## config.mk

```make
export PLATFORM = sky130hd
export DESIGN_NAME = tcp_syn_probe_builder
export DESIGN_NICKNAME = d
export VERILOG_FILES = /design/src/tsp_pkg.sv /design/src/tsp_regs.sv /design/src/tsp_front.sv /design/src/tsp_fifo.sv /design/src/tsp_back.sv /design/src/tcp_syn_probe_builder.sv
export SDC_FILE = /design/constraint.sdc
export NUM_CORES = 1
export LEC_CHECK = 0
export ABC_AREA = 1
export BUFFER_PORTS_ARGS = -buffer_cell sky130_fd_sc_hd__buf_2
export CORE_MARGIN = 5
export CORE_UTILIZATION = 50
export DETAILED_ROUTE_END_ITERATION = 6
export GPL_TIMING_DRIVEN = 0
export PLACE_DENSITY = 0.68
export SYNTH_ARGS = -nofsm -noshare
export SYNTH_HDL_FRONTEND = slang
export SYNTH_HIERARCHICAL = 1
export SYNTH_SLANG_ARGS = --single-unit
```

## constraint.sdc

```tcl
create_clock -name clk_i -period 15.73 [get_ports clk_i]
set_input_delay 1.573 -clock clk_i [delete_from_list [all_inputs] [get_ports clk_i]]
set_output_delay 1.573 -clock clk_i [all_outputs]
set_load 0.02 [all_outputs]
```

## src/tsp_pkg.sv

```systemverilog
// ----------------------------------------------------------------------------
// tsp_pkg
// Types and constants shared by the TCP SYN probe builder modules.
// ----------------------------------------------------------------------------
package tsp_pkg;

  localparam int unsigned AddrW    = 5;
  localparam int unsigned DataW    = 32;
  localparam int unsigned SumW     = 20;
  localparam int unsigned NumWords = 10;

  // Fixed header words and fields
  localparam logic [31:0] IP_VER_IHL_TOS_LEN = 32'h4500_0028;
  localparam logic [15:0] IP_DF_FLAG         = 16'h4000;
  localparam logic [7:0]  PROTO_TCP          = 8'h06;
  localparam logic [15:0] TCP_HDR_LEN        = 16'h0014;
  localparam logic [15:0] TCP_OFF_FLAGS      = 16'h5002;

  // Constant terms of the two checksums
  localparam logic [SumW-1:0] IP_CONST_SUM  =
    SumW'(IP_VER_IHL_TOS_LEN[31:16]) + SumW'(IP_VER_IHL_TOS_LEN[15:0]) + SumW'(IP_DF_FLAG);
  localparam logic [SumW-1:0] TCP_CONST_SUM =
    SumW'(PROTO_TCP) + SumW'(TCP_HDR_LEN) + SumW'(TCP_OFF_FLAGS);

  localparam logic [3:0] WORD_FIRST = 4'd0;
  localparam logic [3:0] WORD_LAST  = 4'(NumWords - 1);

  // Reset values of the registers
  localparam logic [31:0] RST_SRC_ADDR = 32'd0;
  localparam logic [15:0] RST_SRC_PORT = 16'd46156;
  localparam logic [31:0] RST_SEQ      = 32'd1105024978;
  localparam logic [15:0] RST_WINDOW   = 16'd14600;
  localparam logic [7:0]  RST_TTL      = 8'd64;
  localparam logic [15:0] RST_IDENT    = 16'd46156;

  typedef enum logic [2:0] {
    REG_SRC_ADDR = 3'd0,
    REG_SRC_PORT = 3'd1,
    REG_SEQ      = 3'd2,
    REG_WINDOW   = 3'd3,
    REG_TTL      = 3'd4,
    REG_IDENT    = 3'd5
  } tsp_reg_e;

  typedef struct packed {
    logic [31:0] source_addr;
    logic [15:0] source_port;
    logic [31:0] initial_sequence;
    logic [15:0] window_size;
    logic [7:0]  time_to_live;
    logic [15:0] ip_ident;
  } tsp_cfg_t;

  // One classified probe, as queued between front and back
  typedef struct packed {
    logic [31:0] dest_addr;
    logic [15:0] dest_port;
    logic [15:0] ip_csum;
    logic [15:0] tcp_csum;
  } tsp_rec_t;

  // Fold a 20-bit ones'-complement sum and invert it
  function automatic logic [15:0] fold_csum(input logic [SumW-1:0] sum);
    logic [16:0] f1;
    logic [16:0] f2;
    f1 = 17'(sum[15:0]) + 17'(sum[SumW-1:16]);
    f2 = 17'(f1[15:0]) + 17'(f1[16]);
    return ~f2[15:0];
  endfunction

endpackage

```

## src/tsp_regs.sv

```systemverilog
// ----------------------------------------------------------------------------
// tsp_regs
// APB-style register file holding the probe configuration.
// ----------------------------------------------------------------------------
module tsp_regs (
  input  logic                      clk_i,
  input  logic                      rst_ni,
  input  logic                      psel,
  input  logic                      penable,
  input  logic                      pwrite,
  input  logic [tsp_pkg::AddrW-1:0] paddr,
  input  logic [tsp_pkg::DataW-1:0] pwdata,
  output logic [tsp_pkg::DataW-1:0] prdata,
  output logic                      pready,
  output tsp_pkg::tsp_cfg_t         cfg_o
);
  import tsp_pkg::*;

  tsp_cfg_t cfg_q, cfg_d;
  tsp_reg_e sel;
  logic     wr_en;

  assign sel    = tsp_reg_e'(paddr[AddrW-1:2]);
  assign wr_en  = psel & penable & pwrite;
  assign pready = 1'b1;
  assign cfg_o  = cfg_q;

  always_comb begin
    cfg_d = cfg_q;
    if (wr_en) begin
      case (sel)
        REG_SRC_ADDR: cfg_d.source_addr      = pwdata;
        REG_SRC_PORT: cfg_d.source_port      = pwdata[15:0];
        REG_SEQ:      cfg_d.initial_sequence = pwdata;
        REG_WINDOW:   cfg_d.window_size      = pwdata[15:0];
        REG_TTL:      cfg_d.time_to_live     = pwdata[7:0];
        REG_IDENT:    cfg_d.ip_ident         = pwdata[15:0];
        default:      ;
      endcase
    end
  end

  always_comb begin
    case (sel)
      REG_SRC_ADDR: prdata = cfg_q.source_addr;
      REG_SRC_PORT: prdata = {16'd0, cfg_q.source_port};
      REG_SEQ:      prdata = cfg_q.initial_sequence;
      REG_WINDOW:   prdata = {16'd0, cfg_q.window_size};
      REG_TTL:      prdata = {24'd0, cfg_q.time_to_live};
      REG_IDENT:    prdata = {16'd0, cfg_q.ip_ident};
      default:      prdata = '0;
    endcase
  end

  always_ff @(posedge clk_i or negedge rst_ni) begin
    if (!rst_ni) begin
      cfg_q.source_addr      <= RST_SRC_ADDR;
      cfg_q.source_port      <= RST_SRC_PORT;
      cfg_q.initial_sequence <= RST_SEQ;
      cfg_q.window_size      <= RST_WINDOW;
      cfg_q.time_to_live     <= RST_TTL;
      cfg_q.ip_ident         <= RST_IDENT;
    end else begin
      cfg_q <= cfg_d;
    end
  end

endmodule

```

## src/tsp_front.sv

```systemverilog
// ----------------------------------------------------------------------------
// tsp_front
// Accepts probe requests and computes both header checksums in two stages.
// ----------------------------------------------------------------------------
module tsp_front (
  input  logic               clk_i,
  input  logic               rst_ni,
  input  tsp_pkg::tsp_cfg_t  cfg_i,
  input  logic               push,
  output logic               full,
  input  logic [31:0]        dest_addr_i,
  input  logic [15:0]        dest_port_i,
  output logic               rec_valid_o,
  input  logic               rec_ready_i,
  output tsp_pkg::tsp_rec_t  rec_o
);
  import tsp_pkg::*;

  logic              s1_valid_q, s1_valid_d;
  logic              s2_valid_q, s2_valid_d;
  logic [31:0]       s1_daddr_q, s2_daddr_q;
  logic [15:0]       s1_dport_q, s2_dport_q;
  logic [SumW-1:0]   ip_sum_q, ip_sum_d;
  logic [SumW-1:0]   tcp_sum_q, tcp_sum_d;
  logic              s1_ready, s2_ready, s1_load, s2_load;

  assign s2_ready = !s2_valid_q || rec_ready_i;
  assign s1_ready = !s1_valid_q || s2_ready;
  assign full     = !s1_ready;
  assign s1_load  = push && s1_ready;
  assign s2_load  = s1_valid_q && s2_ready;

  assign s1_valid_d = s1_load  ? 1'b1 : (s2_ready ? 1'b0 : s1_valid_q);
  assign s2_valid_d = s2_load  ? 1'b1 : (rec_ready_i ? 1'b0 : s2_valid_q);

  always_comb begin
    ip_sum_d = IP_CONST_SUM
             + SumW'(cfg_i.ip_ident)
             + SumW'({cfg_i.time_to_live, PROTO_TCP})
             + SumW'(cfg_i.source_addr[31:16]) + SumW'(cfg_i.source_addr[15:0])
             + SumW'(s1_daddr_q[31:16]) + SumW'(s1_daddr_q[15:0]);
    tcp_sum_d = TCP_CONST_SUM
              + SumW'(cfg_i.source_addr[31:16]) + SumW'(cfg_i.source_addr[15:0])
              + SumW'(s1_daddr_q[31:16]) + SumW'(s1_daddr_q[15:0])
              + SumW'(cfg_i.source_port) + SumW'(s1_dport_q)
              + SumW'(cfg_i.initial_sequence[31:16])
              + SumW'(cfg_i.initial_sequence[15:0])
              + SumW'(cfg_i.window_size);
  end

  always_ff @(posedge clk_i or negedge rst_ni) begin
    if (!rst_ni) begin
      s1_valid_q <= 1'b0;
      s2_valid_q <= 1'b0;
    end else begin
      s1_valid_q <= s1_valid_d;
      s2_valid_q <= s2_valid_d;
    end
  end

  always_ff @(posedge clk_i) begin
    if (s1_load) begin
      s1_daddr_q <= dest_addr_i;
      s1_dport_q <= dest_port_i;
    end
    if (s2_load) begin
      s2_daddr_q <= s1_daddr_q;
      s2_dport_q <= s1_dport_q;
      ip_sum_q   <= ip_sum_d;
      tcp_sum_q  <= tcp_sum_d;
    end
  end

  assign rec_valid_o       = s2_valid_q;
  assign rec_o.dest_addr   = s2_daddr_q;
  assign rec_o.dest_port   = s2_dport_q;
  assign rec_o.ip_csum     = fold_csum(ip_sum_q);
  assign rec_o.tcp_csum    = fold_csum(tcp_sum_q);

endmodule

```

## src/tsp_fifo.sv

```systemverilog
// ----------------------------------------------------------------------------
// tsp_fifo
// Short queue of classified probes between front and back.
// ----------------------------------------------------------------------------
module tsp_fifo #(
  parameter int unsigned Depth = 2
) (
  input  logic              clk_i,
  input  logic              rst_ni,
  input  logic              wr_valid_i,
  output logic              wr_ready_o,
  input  tsp_pkg::tsp_rec_t wr_data_i,
  output logic              rd_valid_o,
  input  logic              rd_pop_i,
  output tsp_pkg::tsp_rec_t rd_data_o
);
  import tsp_pkg::*;

  localparam int unsigned PtrW = (Depth > 1) ? $clog2(Depth) : 1;
  localparam int unsigned CntW = $clog2(Depth + 1);
  localparam logic [PtrW-1:0] PtrLast = PtrW'(Depth - 1);

  tsp_rec_t          mem_q [Depth];
  logic [PtrW-1:0]   wr_ptr_q, wr_ptr_d, rd_ptr_q, rd_ptr_d;
  logic [CntW-1:0]   cnt_q, cnt_d;
  logic              do_wr, do_rd;

  assign wr_ready_o = (cnt_q != CntW'(Depth));
  assign rd_valid_o = (cnt_q != '0);
  assign do_wr      = wr_valid_i && wr_ready_o;
  assign do_rd      = rd_pop_i && rd_valid_o;
  assign rd_data_o  = mem_q[rd_ptr_q];

  always_comb begin
    wr_ptr_d = wr_ptr_q;
    rd_ptr_d = rd_ptr_q;
    cnt_d    = cnt_q;
    if (do_wr) wr_ptr_d = (wr_ptr_q == PtrLast) ? '0 : wr_ptr_q + 1'b1;
    if (do_rd) rd_ptr_d = (rd_ptr_q == PtrLast) ? '0 : rd_ptr_q + 1'b1;
    if (do_wr && !do_rd) cnt_d = cnt_q + 1'b1;
    if (!do_wr && do_rd) cnt_d = cnt_q - 1'b1;
  end

  always_ff @(posedge clk_i or negedge rst_ni) begin
    if (!rst_ni) begin
      wr_ptr_q <= '0;
      rd_ptr_q <= '0;
      cnt_q    <= '0;
    end else begin
      wr_ptr_q <= wr_ptr_d;
      rd_ptr_q <= rd_ptr_d;
      cnt_q    <= cnt_d;
    end
  end

  always_ff @(posedge clk_i) begin
    if (do_wr) mem_q[wr_ptr_q] <= wr_data_i;
  end

endmodule

```

## src/tsp_back.sv

```systemverilog
// ----------------------------------------------------------------------------
// tsp_back
// Serializes one queued probe into ten datagram words through an output register.
// ----------------------------------------------------------------------------
module tsp_back (
  input  logic              clk_i,
  input  logic              rst_ni,
  input  tsp_pkg::tsp_cfg_t cfg_i,
  input  logic              rec_valid_i,
  output logic              rec_pop_o,
  input  tsp_pkg::tsp_rec_t rec_i,
  output logic              empty,
  input  logic              pop,
  output logic [31:0]       header_word_o,
  output logic [3:0]        word_index_o,
  output logic              last_word_o
);
  import tsp_pkg::*;

  logic [3:0]  cnt_q, cnt_d;
  logic        out_valid_q, out_valid_d;
  logic [31:0] word_q, word_d;
  logic [3:0]  idx_q;
  logic        last_q;
  logic        load;
  logic        is_last;

  assign is_last   = (cnt_q == WORD_LAST);
  assign load      = rec_valid_i && (!out_valid_q || pop);
  assign rec_pop_o = load && is_last;

  always_comb begin
    case (cnt_q)
      4'd0:    word_d = IP_VER_IHL_TOS_LEN;
      4'd1:    word_d = {cfg_i.ip_ident, IP_DF_FLAG};
      4'd2:    word_d = {cfg_i.time_to_live, PROTO_TCP, rec_i.ip_csum};
      4'd3:    word_d = cfg_i.source_addr;
      4'd4:    word_d = rec_i.dest_addr;
      4'd5:    word_d = {cfg_i.source_port, rec_i.dest_port};
      4'd6:    word_d = cfg_i.initial_sequence;
      4'd8:    word_d = {TCP_OFF_FLAGS, cfg_i.window_size};
      4'd9:    word_d = {rec_i.tcp_csum, 16'd0};
      default: word_d = '0;
    endcase
  end

  assign cnt_d       = load ? (is_last ? WORD_FIRST : cnt_q + 1'b1) : cnt_q;
  assign out_valid_d = load ? 1'b1 : (pop ? 1'b0 : out_valid_q);

  always_ff @(posedge clk_i or negedge rst_ni) begin
    if (!rst_ni) begin
      cnt_q       <= WORD_FIRST;
      out_valid_q <= 1'b0;
    end else begin
      cnt_q       <= cnt_d;
      out_valid_q <= out_valid_d;
    end
  end

  always_ff @(posedge clk_i) begin
    if (load) begin
      word_q <= word_d;
      idx_q  <= cnt_q;
      last_q <= is_last;
    end
  end

  assign empty         = !out_valid_q;
  assign header_word_o = word_q;
  assign word_index_o  = idx_q;
  assign last_word_o   = last_q;

endmodule

```

## src/tcp_syn_probe_builder.sv

```systemverilog
// ----------------------------------------------------------------------------
// tcp_syn_probe_builder
// Builds a 40-byte IPv4+TCP SYN datagram per probe as ten 32-bit words.
// ----------------------------------------------------------------------------
// Path: an accepted request passes the front stages, the queue and the output
// register before its first word shows. Output: one word per cycle, back to
// back while pop is high and a probe is queued; new requests queue up meanwhile.
// Reset: asynchronous, clears all queues and valids and loads the register
// defaults; no clearing pass.
module tcp_syn_probe_builder #(
  parameter int unsigned QueueDepth = 2
) (
  input  logic                      clk_i,
  input  logic                      rst_ni,
  input  logic                      psel,
  input  logic                      penable,
  input  logic                      pwrite,
  input  logic [tsp_pkg::AddrW-1:0] paddr,
  input  logic [tsp_pkg::DataW-1:0] pwdata,
  output logic [tsp_pkg::DataW-1:0] prdata,
  output logic                      pready,
  input  logic                      push,
  output logic                      full,
  input  logic [31:0]               dest_addr_i,
  input  logic [15:0]               dest_port_i,
  output logic                      empty,
  input  logic                      pop,
  output logic [31:0]               header_word_o,
  output logic [3:0]                word_index_o,
  output logic                      last_word_o
);
  import tsp_pkg::*;

  tsp_cfg_t cfg;
  tsp_rec_t front_rec, back_rec;
  logic     front_valid, front_ready, back_valid, back_pop;

  tsp_regs u_regs (
    .clk_i   (clk_i),
    .rst_ni  (rst_ni),
    .psel    (psel),
    .penable (penable),
    .pwrite  (pwrite),
    .paddr   (paddr),
    .pwdata  (pwdata),
    .prdata  (prdata),
    .pready  (pready),
    .cfg_o   (cfg)
  );

  tsp_front u_front (
    .clk_i       (clk_i),
    .rst_ni      (rst_ni),
    .cfg_i       (cfg),
    .push        (push),
    .full        (full),
    .dest_addr_i (dest_addr_i),
    .dest_port_i (dest_port_i),
    .rec_valid_o (front_valid),
    .rec_ready_i (front_ready),
    .rec_o       (front_rec)
  );

  tsp_fifo #(
    .Depth (QueueDepth)
  ) u_fifo (
    .clk_i      (clk_i),
    .rst_ni     (rst_ni),
    .wr_valid_i (front_valid),
    .wr_ready_o (front_ready),
    .wr_data_i  (front_rec),
    .rd_valid_o (back_valid),
    .rd_pop_i   (back_pop),
    .rd_data_o  (back_rec)
  );

  tsp_back u_back (
    .clk_i         (clk_i),
    .rst_ni        (rst_ni),
    .cfg_i         (cfg),
    .rec_valid_i   (back_valid),
    .rec_pop_o     (back_pop),
    .rec_i         (back_rec),
    .empty         (empty),
    .pop           (pop),
    .header_word_o (header_word_o),
    .word_index_o  (word_index_o),
    .last_word_o   (last_word_o)
  );

endmodule

```

==> results of run 1 <==
-- synthesized netlist by cell type --
library cell  count  area share, %
nand4_1          51            1.2
nand3b_1          7           0.19
o21ai_0         114            2.1
nor2_8            2           0.15
buf_6            12           0.50
ha_1             88            4.0
buf_1             2          0.028
fa_1            165             12
buf_4             9           0.25
nor3_1            3          0.055
inv_4             1          0.023
and3_1            1          0.023
o21ai_1          23           0.42
buf_2            57            1.0
a21o_1            2          0.055
inv_6             1          0.032
a211oi_1          3          0.083
nor2_1          162            2.2
nand3_4           1          0.064
and2_1            2          0.046
clkbuf_1         17           0.23
xnor2_1          16           0.51
inv_2            12           0.17
o21bai_2          1          0.041
o21ai_2           1          0.032
nand2_2          22           0.51
conb_1            1          0.014
dfstp_2          37            3.6
edfxtp_1        332             37
nor2_2           15           0.34
a21boi_0          2          0.055
a21oi_1          37           0.68
xor2_1           34            1.1
nand3b_2          2          0.083
nand2_4           5           0.21
inv_1           388            5.3
nor3_4            2           0.12
a221oi_1          1          0.032
o21bai_1          9           0.25
o31ai_1           1          0.028
nand2_1         838             12
nand3_1         240            4.4
nand3_2          10           0.37
dfrtp_1          94            8.6
nor2_4           12           0.50
-- kinds of logic after synthesis --
kind of cell | synth area share [%]
DFF | 48.8
other | 0.0138
adders and majority gates | 16.2
buffers and inverters | 7.62
and+or+nand+nor | 22.0
xor gates and xnor gates | 1.61
AOI/OAI and AO/OA | 3.77
-- per-layer routing --
layer | up-vias | global-route usage (%) | wire length (um)
met5 | - | 0 | 0
met4 | 0 | 11.4 | 3770
met3 | 154 | 4.20 | 7900
met2 | 1060 | 50.0 | 43600
li1 | 9566 | - | -
met1 | 10400 | 45.3 | 39500
-- how the worst min path moves through the flow --
stage	end	slack, ns	cells after the start
6_report	u_fifo/mem_q[1][34]	0.44	0
5_1_grt	u_fifo/mem_q[1][66]	0.45	0
4_1_cts	u_fifo/mem_q[1][34]	0.44	0
3_5_place_dp	u_fifo/mem_q[1][34]	0.43	0
3_3_place_gp	u_fifo/mem_q[0][39]	0.42	0
2_1_floorplan	u_back/word_index_o[3]	0.42	0
-- state kept, by name (all words and copies together) (netlist names), 16 cells and up --
signal / count
u_front/s2_daddr_q: 32
u_back/header_word_o: 32
u_front/s2_dport_q: 16
u_front/s1_daddr_q: 32
u_front/s1_dport_q: 16
u_front/ip_sum_q: 19
u_regs/cfg_o: 120
u_front/tcp_sum_q: 20
u_fifo/mem_q: 160
-- per-stage QoR --
| stage | cell area (um^2) | setup slack [ns] | instances | hold slack, ns |
|---|---|---|---|---|
| after global routing | 30900 | 10.00 | 3801 | 0.454 |
| after CTS | 30900 | 10.20 | 3801 | 0.443 |
| after detailed placement | 29200 | 10.20 | 3703 | 0.429 |
| final | 30900 | 10.10 | 3801 | 0.444 |
| after global placement | 28900 | 7.65 | 3691 | 0.423 |
| after floorplan | 27200 | 10.42 | 2835 | 0.420 |
-- worst max-delay path, delay by kind of cell (launching register included) --
family                   cells  cell delay [ns]
adder cells (fa/ha/maj)      7             3.27
AO/OA/AOI/OAI                2             0.76
flip-flops                   1             0.63
AND/OR/NAND/NOR              6             0.48
buffers and inverters        3             0.22
-- cell type report --
type | instances | area, um^2 | share of cell area, %
clock buffer | 71 | 1410 | 4.57
multi-input combinational | 1873 | 11900 | 38.4
buffer | 97 | 559 | 1.81
timing repair buffer | 172 | 1080 | 3.48
tap | 696 | 871 | 2.82
clock inverter | 27 | 307 | 0.991
sequential | 463 | 13300 | 43.0
inverter | 402 | 1520 | 4.90
==> impl_metrics.env, run 1 <==
export IMPL_ys_seq_area_share_pct=48.8
export IMPL_final_nets=3406
export IMPL_antenna_cells=0
export IMPL_start_util_pct=50.5
export IMPL_final_cell_mix="838 x nand2_1, 386 x inv_1, 332 x edfxtp_1"
export IMPL_syn_area_um2=27200
export IMPL_die_area_um2=59200
export IMPL_grt_overflow=0
export IMPL_cts_hold_fix_buffers=0
export IMPL_tns_ns=0
export IMPL_postLayoutCoreUtil_pct=57.4
export IMPL_max_slew_margin_pct=32.3
export IMPL_worst_r2r_path_depth=18
export IMPL_crit_start="u_regs/cfg_o[59]"
export IMPL_grt_pass1_wl_mm=137
export IMPL_crit_end="u_front/tcp_sum_q[15]"
export IMPL_setup_viol=0
export IMPL_cp_max_fo=4
export IMPL_crit_arrival_ns=5.98
export IMPL_wl_mm=94.7
export IMPL_critical_path_reg2reg_startpoint="u_regs/cfg_o[59]"
export IMPL_ys_warn_count=6
export IMPL_wl_per_cell_um=24.9
export IMPL_routed_via_count=21200
export IMPL_cts_root_buf="clkbuf_16"
export IMPL_rsz0062_at_grt="no"
export IMPL_drc=0
export IMPL_dieWidth_um=243
export IMPL_final_common_cell="nand2_1"
export IMPL_antenna_found_initial=1
export IMPL_fin_crit_ns=5.63
export IMPL_core_um2=53900
export IMPL_antenna_left=0
export IMPL_grt_pass1_vias=20500
export IMPL_drv_slew=0
export IMPL_die_h_um=243
export IMPL_slowest_delay_ns=0.63
export IMPL_r2r_setup_slack_ns=10.10
export IMPL_syn_nets=3180
export IMPL_yosys_register_bits=463
export IMPL_cts_resized=0
export IMPL_vias_per_cell=5.58
export IMPL_drv_cap=0
export IMPL_crit_path_start_kind="flip-flop"
export IMPL_timing_fmax_mhz=178
export IMPL_htreeDepth=2
export IMPL_gp_congestion=1.00
export IMPL_drt_pass1_iter_count=6
export IMPL_nFillCells=4783
export IMPL_worstMarginPinSlew_ns=1.01
export IMPL_synth_avg_cell_area_um2=9.61
export IMPL_worstPathRequired_ns=16.08
export IMPL_holdCritPathClass="flip-flop to flip-flop"
export IMPL_grt_usage_pct=31.6
export IMPL_syn2layout_area_growth_pct=13.6
export IMPL_cp_common_cell="fa_1"
export IMPL_clockBufferDepth=3
export IMPL_fin_crit_sh_pct=35.8
export IMPL_min_from="u_front/s2_dport_q[2]"
export IMPL_synthDistinctLibCells=45
export IMPL_rows=85
export IMPL_hpwl_mm=75.3
export IMPL_cts_sinks=463
export IMPL_crit_path_end_kind="flip-flop"
export IMPL_clock_skew_ns=0.0163
export IMPL_path_clk_slew_ns=0.06
export IMPL_drive_above_1_share_pct=14.7
export IMPL_cts_tree="yes"
export IMPL_final_hold_viol_count=0
export IMPL_cp_cell_sequence="fa_1 -> fa_1 -> fa_1 -> fa_1 -> inv_1 -> fa_1 -> inv_1 -> ha_1 -> fa_1 -> nand3_1 -> nand2_1 -> a21oi_1 -> inv_1 -> a21o_1 -> nand2_1 -> nand3_1 -> nand2_1 -> nand2_1"
export IMPL_path_class="flip-flop to flip-flop"
export IMPL_cts_setup_buffers=0
export IMPL_io_buffer_count=160
export IMPL_grt_max_degree=85
export IMPL_netlist_instances=2835
export IMPL_clkLatencyLatePin_ns=0.61
export IMPL_drt_initial_drc_count=2420
export IMPL_reg2reg_to="u_front/tcp_sum_q[15]"
export IMPL_cts_made_buffers=52
export IMPL_ios=164
export IMPL_status="finished clean"
export IMPL_crit_slowest_cell="dfstp_2"
Power of run 1 is left out: the tool's default activity adds up to more than one toggle a clock period on the data nets, which glitch-free logic cannot reach.
==> inputs of run 2 (changes only) <==
--- a/config.mk
+++ b/config.mk
@@ -11,7 +11,7 @@
 export CORE_UTILIZATION = 50
 export DETAILED_ROUTE_END_ITERATION = 6
 export GPL_TIMING_DRIVEN = 0
-export PLACE_DENSITY = 0.68
+export PLACE_DENSITY = 0.7
 export SYNTH_ARGS = -nofsm -noshare
 export SYNTH_HDL_FRONTEND = slang
 export SYNTH_HIERARCHICAL = 1
==> constraint.sdc (replaced) <==
create_clock -name clk_i -period 4.7 [get_ports clk_i]
set_input_delay 0.47 -clock clk_i [delete_from_list [all_inputs] [get_ports clk_i]]
set_output_delay 0.47 -clock clk_i [all_outputs]
set_load 0.02 [all_outputs]
==> run 2 against run 1 <==
- the flow now finishes with violations (DRC, setup timing)
- clock skew is 0.0063 ns higher
- flip-flop and latch count stayed put
- non-clock buffer count is 34 higher
- critical path type unchanged
==> impl_metrics.env, run 2 (synthesis results as in run 1) <==
export IMPL_clock_skew_ns=0.0225
export IMPL_ios=164
export IMPL_grt_pass1_wl_mm=140
export IMPL_gp_congestion=0.951
export IMPL_final_hold_viol_count=0
export IMPL_cts_made_buffers=53
export IMPL_cts_root_buf="clkbuf_16"
export IMPL_status="finished, violations left"
export IMPL_routed_via_count=21400
export IMPL_grt_pass1_vias=21100
export IMPL_die_h_um=243
export IMPL_worstPathRequired_ns=5.05
export IMPL_holdCritPathClass="input pin to flip-flop"
export IMPL_timing_fmax_mhz=203
export IMPL_setup_viol=5
export IMPL_rows=85
export IMPL_worstMarginPinSlew_ns=0.786
export IMPL_wl_per_cell_um=25.1
export IMPL_regMostFlops="u_fifo/mem_q"
export IMPL_drive_above_1_share_pct=16.6
export IMPL_final_cells=3835
export IMPL_drv_slew=0
export IMPL_grt_usage_pct=32.2
export IMPL_fin_crit_sh_pct=105
export IMPL_cp_max_fo=2
export IMPL_hpwl_mm=76.4
export IMPL_path_class="flip-flop to flip-flop"
export IMPL_crit_slowest_cell="dfstp_2"
export IMPL_final_common_cell="nand2_1"
export IMPL_dp_cells=3704
export IMPL_crit_family="adder cells"
export IMPL_tns_ns=-1.07
export IMPL_dieWidth_um=243
export IMPL_max_slew_margin_pct=47.6
export IMPL_crit_path_start_kind="flip-flop"
export IMPL_core_um2=53900
export IMPL_path_buf_inv=4
export IMPL_crit_arrival_ns=5.29
export IMPL_fin_crit_ns=4.94
export IMPL_vias_per_cell=5.58
export IMPL_cp_common_cell="fa_1"
export IMPL_antenna_cells=0
export IMPL_drt_pass1_iter_count=7
export IMPL_drc=8
export IMPL_violations="DRC, setup timing"
export IMPL_htreeDepth=2
export IMPL_syn2layout_area_growth_pct=15.7
export IMPL_largest_reg_flops=160
export IMPL_setup_ws_ns=-0.236
export IMPL_io_buffer_count=160
export IMPL_drv_cap=0
export IMPL_cp_cell_sequence="fa_1 -> fa_1 -> fa_1 -> fa_1 -> inv_1 -> fa_1 -> inv_2 -> ha_4 -> fa_2 -> nand3_2 -> nand2_4 -> a21oi_4 -> inv_2 -> a21o_1 -> buf_4 -> xor2_2"
export IMPL_cts_sinks=463
export IMPL_final_cell_mix="833 x nand2_1, 381 x inv_1, 332 x edfxtp_1"
export IMPL_die_area_um2=59200
export IMPL_final_nets=3441
export IMPL_rsz0062_at_grt="yes"
export IMPL_cts_tree="yes"
export IMPL_clkLatencyLatePin_ns=0.62
export IMPL_grt_max_degree=99
export IMPL_start_util_pct=50.5
export IMPL_crit_path_end_kind="flip-flop"
export IMPL_antenna_left=0
export IMPL_slowest_delay_ns=0.60
export IMPL_grt_overflow=0
export IMPL_path_clk_slew_ns=0.06
export IMPL_wl_mm=96.4
export IMPL_antenna_found_initial=2
export IMPL_drt_initial_drc_count=2358
export IMPL_clockBufferDepth=3
## run 2: worst paths after layout
check	from	cells past startpoint	to	slack, ns
max reg2reg	u_regs/cfg_o[59]	16	u_front/tcp_sum_q[13]	-0.24
min reg2reg	u_front/s2_daddr_q[1]	0	u_fifo/mem_q[0][49]	0.45
min	dest_port_i[10]	1	u_front/s1_dport_q[10]	0.03
max in group asynchronous	rst_ni	3	u_regs/cfg_o[49]	3.54
max	u_regs/cfg_o[59]	16	u_front/tcp_sum_q[13]	-0.24
min in group asynchronous	rst_ni	2	u_regs/cfg_o[25]	0.33
## run 2: per-layer routing
metal | global-route usage (%) | up-vias | share of wire (%)
met5 | 0 | - | 0
met4 | 12.7 | 0 | 4.6
met3 | 5.32 | 197 | 8.7
met2 | 51.1 | 1087 | 46
met1 | 44.8 | 10500 | 41
li1 | - | 9640 | -
## run 2: final cells by class
class | count | area [um^2]
Fill cell | 4632 | 22400
Clock buffer | 61 | 1380
Timing Repair Buffer | 206 | 1390
Clock inverter | 37 | 497
Multi-Input combinational cell | 1873 | 12000
Buffer | 97 | 559
Inverter | 402 | 1520
Tap cell | 696 | 871
Sequential cell | 463 | 13300
## run 2: metrics by stage
step | hold WS [ns] | cell area (um^2) | utilization (%) | setup WS (ns)
2_1_floorplan | 0.174 | 27200 | - | 0.0320
3_3_place_gp | 0.422 | 28900 | 53.6 | -2.33
3_5_place_dp | 0.387 | 29200 | 54.2 | -0.731
4_1_cts | 0.000451 | 31400 | 58.3 | -0.154
5_1_grt | 0.00881 | 31500 | 58.5 | -0.306
6_report | 0.0284 | 31500 | 58.5 | -0.236
## run 2: worst reg2reg max path, delay by kind of cell, from the launching register on
family	cells	cell delay, ns
xor+xnor	1	0.14
compound gates	2	0.44
flops	1	0.60
fa+ha+maj	7	3.03
buf+inv	4	0.31
simple gates	2	0.17
## run 2: repair_timing
item	in CTS	in global routing
endpoints found under the hold margin	37	0
endpoints found under the setup margin	12	11
hold buffers	12	0
setup buffers	15	6
pin swaps	15	3
resized for setup	34	9
Power of run 2 is left out for the same reason.
